$ cat config.mk
export PLATFORM = sky130hd
export DESIGN_NAME = drba_ram
export DESIGN_NICKNAME = d
export VERILOG_FILES = /design/src/rtl/core/drba_ram.sv
export SDC_FILE = /design/constraint.sdc
export NUM_CORES = 1
export LEC_CHECK = 0
export BUFFER_PORTS_ARGS = -buffer_cell sky130_fd_sc_hd__buf_2
export CORE_UTILIZATION = 52
export CTS_BUF_LIST = sky130_fd_sc_hd__clkbuf_8
export DETAILED_ROUTE_END_ITERATION = 6
export GPL_ROUTABILITY_DRIVEN = 0
export PLACE_DENSITY = 0.78
export SETUP_SLACK_MARGIN = 0.1
export SYNTH_ARGS = -nofsm -noshare
export SYNTH_HDL_FRONTEND = slang
export SYNTH_SLANG_ARGS = --single-unit
$ cat constraint.sdc
create_clock -name i_clk -period 1.3 [get_ports i_clk]
set_clock_uncertainty 0.1 [all_clocks]
set_input_delay 0.13 -clock i_clk [delete_from_list [all_inputs] [get_ports i_clk]]
set_output_delay 0.13 -clock i_clk [all_outputs]
set_load 0.05 [all_outputs]
$ cat src/rtl/core/drba_ram.sv
// generic simple dual-port ram with registered read
`default_nettype none

module drba_ram #(
    parameter int DATA_W = 8,
    parameter int ADDR_W = 1
) (
    input  wire logic              i_clk,
    input  wire logic              i_we,
    input  wire logic [ADDR_W-1:0] i_waddr,
    input  wire logic [DATA_W-1:0] i_wdata,
    input  wire logic [ADDR_W-1:0] i_raddr,
    output logic      [DATA_W-1:0] o_rdata
);

    logic [DATA_W-1:0] r_mem [0:(1 << ADDR_W)-1];

    always_ff @(posedge i_clk) begin
        if (i_we) begin
            r_mem[i_waddr] <= i_wdata;
        end
        o_rdata <= r_mem[i_raddr];
    end

endmodule

`default_nettype wire

==> results.md <==
- Hold Crit Class: in2reg
- Commonest cells after routing, fill and taps aside: 19 x buf_2, 16 x edfxtp_1, 8 x mux2_4, 8 x dlygate4sd3_1, 8 x dfxtp_1
- CP max-delay cell: dfxtp_1
- Top Family by Delay on Critical Path: flip-flops
- Vias/cell: 4.66
- CP endpoint kind: primary output
- Port-buffer cells: 19
- Worst Path Required: 1.07 ns
- Fin crit share: 0.801
- Fin crit period: 1.04 ns
- First-pass DRT Iterations: 2
- Vias in the first global route: 350
- Post-synth cell types: 6
- DRC: 0
- Mapped Cells: 35
- Fillers: 83
- Endpoints failing hold: 0
- Die Area: 0.00167 mm^2
- Final core utilization: 0.753
- Inserted Diodes: 0
- Initial antenna violation count: 0
- Placed Cells: 69
- Total CTS buffers: 3
- Clk sinks: 24
- Worst Path Buf+Inv: 1
- Fin Hold WS: 0.207 ns
- Share of post-route cells with drive strength above 1: 0.477
- Clk pwr share: 0.269
- Sequential share of the synthesized area: 0.817
- Combinational power share: 0.133
- Compound-Gate Fraction of Synth Area: 0
- CP Max Fanout: 1
- Clk_lat worst skew: 0.25 ns
- Sequential power share: 0.597
- Internal power: 1160 uW
- R2R Setup Slk: 0.44 ns
- Synth Area in XOR/XNOR: 0
- Max incr delay on CP: 0.31 ns
- Status: finished clean
- Routed wire per std cell: 11.2 um
- Die Height: 40.8 um
- Area of the core: 0.00135 mm^2
- Leak pwr: 0.000423 uW
- Largest family of logic cells by synthesized area: multiplexers
- Nets: 79
- R2R depth: 1
- Vias: 373
- DR iter-0 viols: 4
- Most common cell after layout, fill and taps aside: buf_2
- Initial core utilization: 0.581
- Post-synthesis cell area: between 700 and 800 um^2
- Finish-stage setup viols: 0
- Worst R2R Start: r_mem[0][1]
- Io pins: 20
- GRT Total Usage: 0.140
- HP Start: i_raddr
- Clock root cell: clkbuf_8
- Final slew viol count: 0
- Setup tns final: 0 ns
- Top-area cell type share of the netlist area: 0.612
- #FFs+latches synth: 24
- Worst-Margin Slew: 0.337 ns
- Detailed-route wire length: 894 um
- Post-CTS sizing: 0
- H-Tree Depth: 1
- Hold-fix buffers at CTS: 8
- Proportion of synthesized area in mux cells: 0.153
- Crit path kind: reg2out
- Post-Synth Simple-Gate Area: 0.0159
- Critical-path cell list: buf_2
- Final antenna-violating net count: 0
- Post-CTS setup buffers: 0
- Synth top area cells: edfxtp_1 61%, dfxtp_1 20%, mux2_4 15%
- Switching portion of total power: 0.219
- Clock Pin Slew Worst Setup and Hold Paths: 0.07 ns
- Synth Net Count: 47
- Reported net switching power: 325 uW
- Fmax: slightly below 1 GHz
- Largest area contributor in the netlist: edfxtp_1
- Slew headroom: 0.775
- Critical Path AT: a little over 0.8 ns
- Pwr per Cell Area: about 1500 mW/mm^2
- Area of the multi-input gates: 133 um^2
- Deepest clock path buffer count: 2
- RSZ-0062 raised after global routing: no
- Startpoint types: flip-flop
- Finished Layout Cells: 80
- CTS tree: built
- Pin count of the biggest net entering global routing: 13
- Die Wd: between 40 and 50 um
- First-pass GRT wire length: 1340 um
- Register area: roughly 640 um^2
- Hold path cells: 2
- Synthesis-to-finish area growth: 29.5%
- Grt ovf: 0
- Area share of fa/ha/maj cells after synthesis: 0
- Reg-to-Reg End: o_rdata[1]
- Post-Syn Area per Cell: 22.4 um^2
- Ys Warns: 0
- Max cap viols: 0
- Num rows: 13
- Worst ir drop on vdd: 0.929 mV
- WHS Endpoint: o_rdata[4]
-- Yosys cell counts --
cell type / n
dfxtp_1: 8
nor2b_1: 1
mux2_4: 8
and2_1: 1
edfxtp_1: 16
buf_6: 1
-- power by group through the flow --
| stage | combinational (uW) | clock (uW) | sequential, uW |
|---|---|---|---|
| 2_1_floorplan | 52.5 | 0 | 985 |
| 3_3_place_gp | 179 | 0 | 903 |
| 3_5_place_dp | 181 | 0 | 903 |
| 4_1_cts | 199 | 413 | 887 |
| 5_1_grt | 212 | 434 | 892 |
| 6_report | 198 | 400 | 886 |
-- kinds of logic after synthesis --
family                 Yosys count
buffers and inverters            1
flip-flops                      24
multiplexers                     8
AND/OR/NAND/NOR                  2
-- per-stage QoR --
step | cell area, um^2 | setup WS, ns | total power (uW)
finish | 1020 | 0.259 | 1480
global route | 1020 | 0.196 | 1540
CTS | 1020 | 0.245 | 1500
detailed placement | 895 | 0.305 | 1080
global placement | 895 | 0.324 | 1080
floorplan | 785 | 0.277 | 1040
-- how the worst max path moves through the flow --
stage	start	end	slack, ns	cells past startpoint
global placement	i_waddr	r_mem[1][4]	0.32	2
finish	o_rdata[1]	o_rdata[1]	0.26	1
detailed placement	i_waddr	r_mem[1][4]	0.31	2
floorplan	i_we	r_mem[0][0]	0.28	1
CTS	o_rdata[1]	o_rdata[1]	0.25	1
global route	o_rdata[0]	o_rdata[0]	0.20	1
-- cell type report --
type / instances / share of cell area
Clock buffer: 3 / 0.0406
Timing Repair Buffer: 28 / 0.180
Tap cell: 15 / 0.0185
Multi-Input combinational cell: 10 / 0.131
Sequential cell: 24 / 0.631
-- state kept, by name, indices dropped and copies added, names as in the netlist --
name and flops:
o_rdata 8, r_mem 16
-- metal layers --
metal / share of wire / up-vias / track usage
met1: 0.45 / 166 / 0.149
met5: 0 / - / 0
met2: 0.50 / 14 / 0.215
met3: 0.039 / 2 / 0.0489
li1: - / 191 / -
met4: 0.0089 / 0 / 0.125
(Power assumes the default switching activity.)
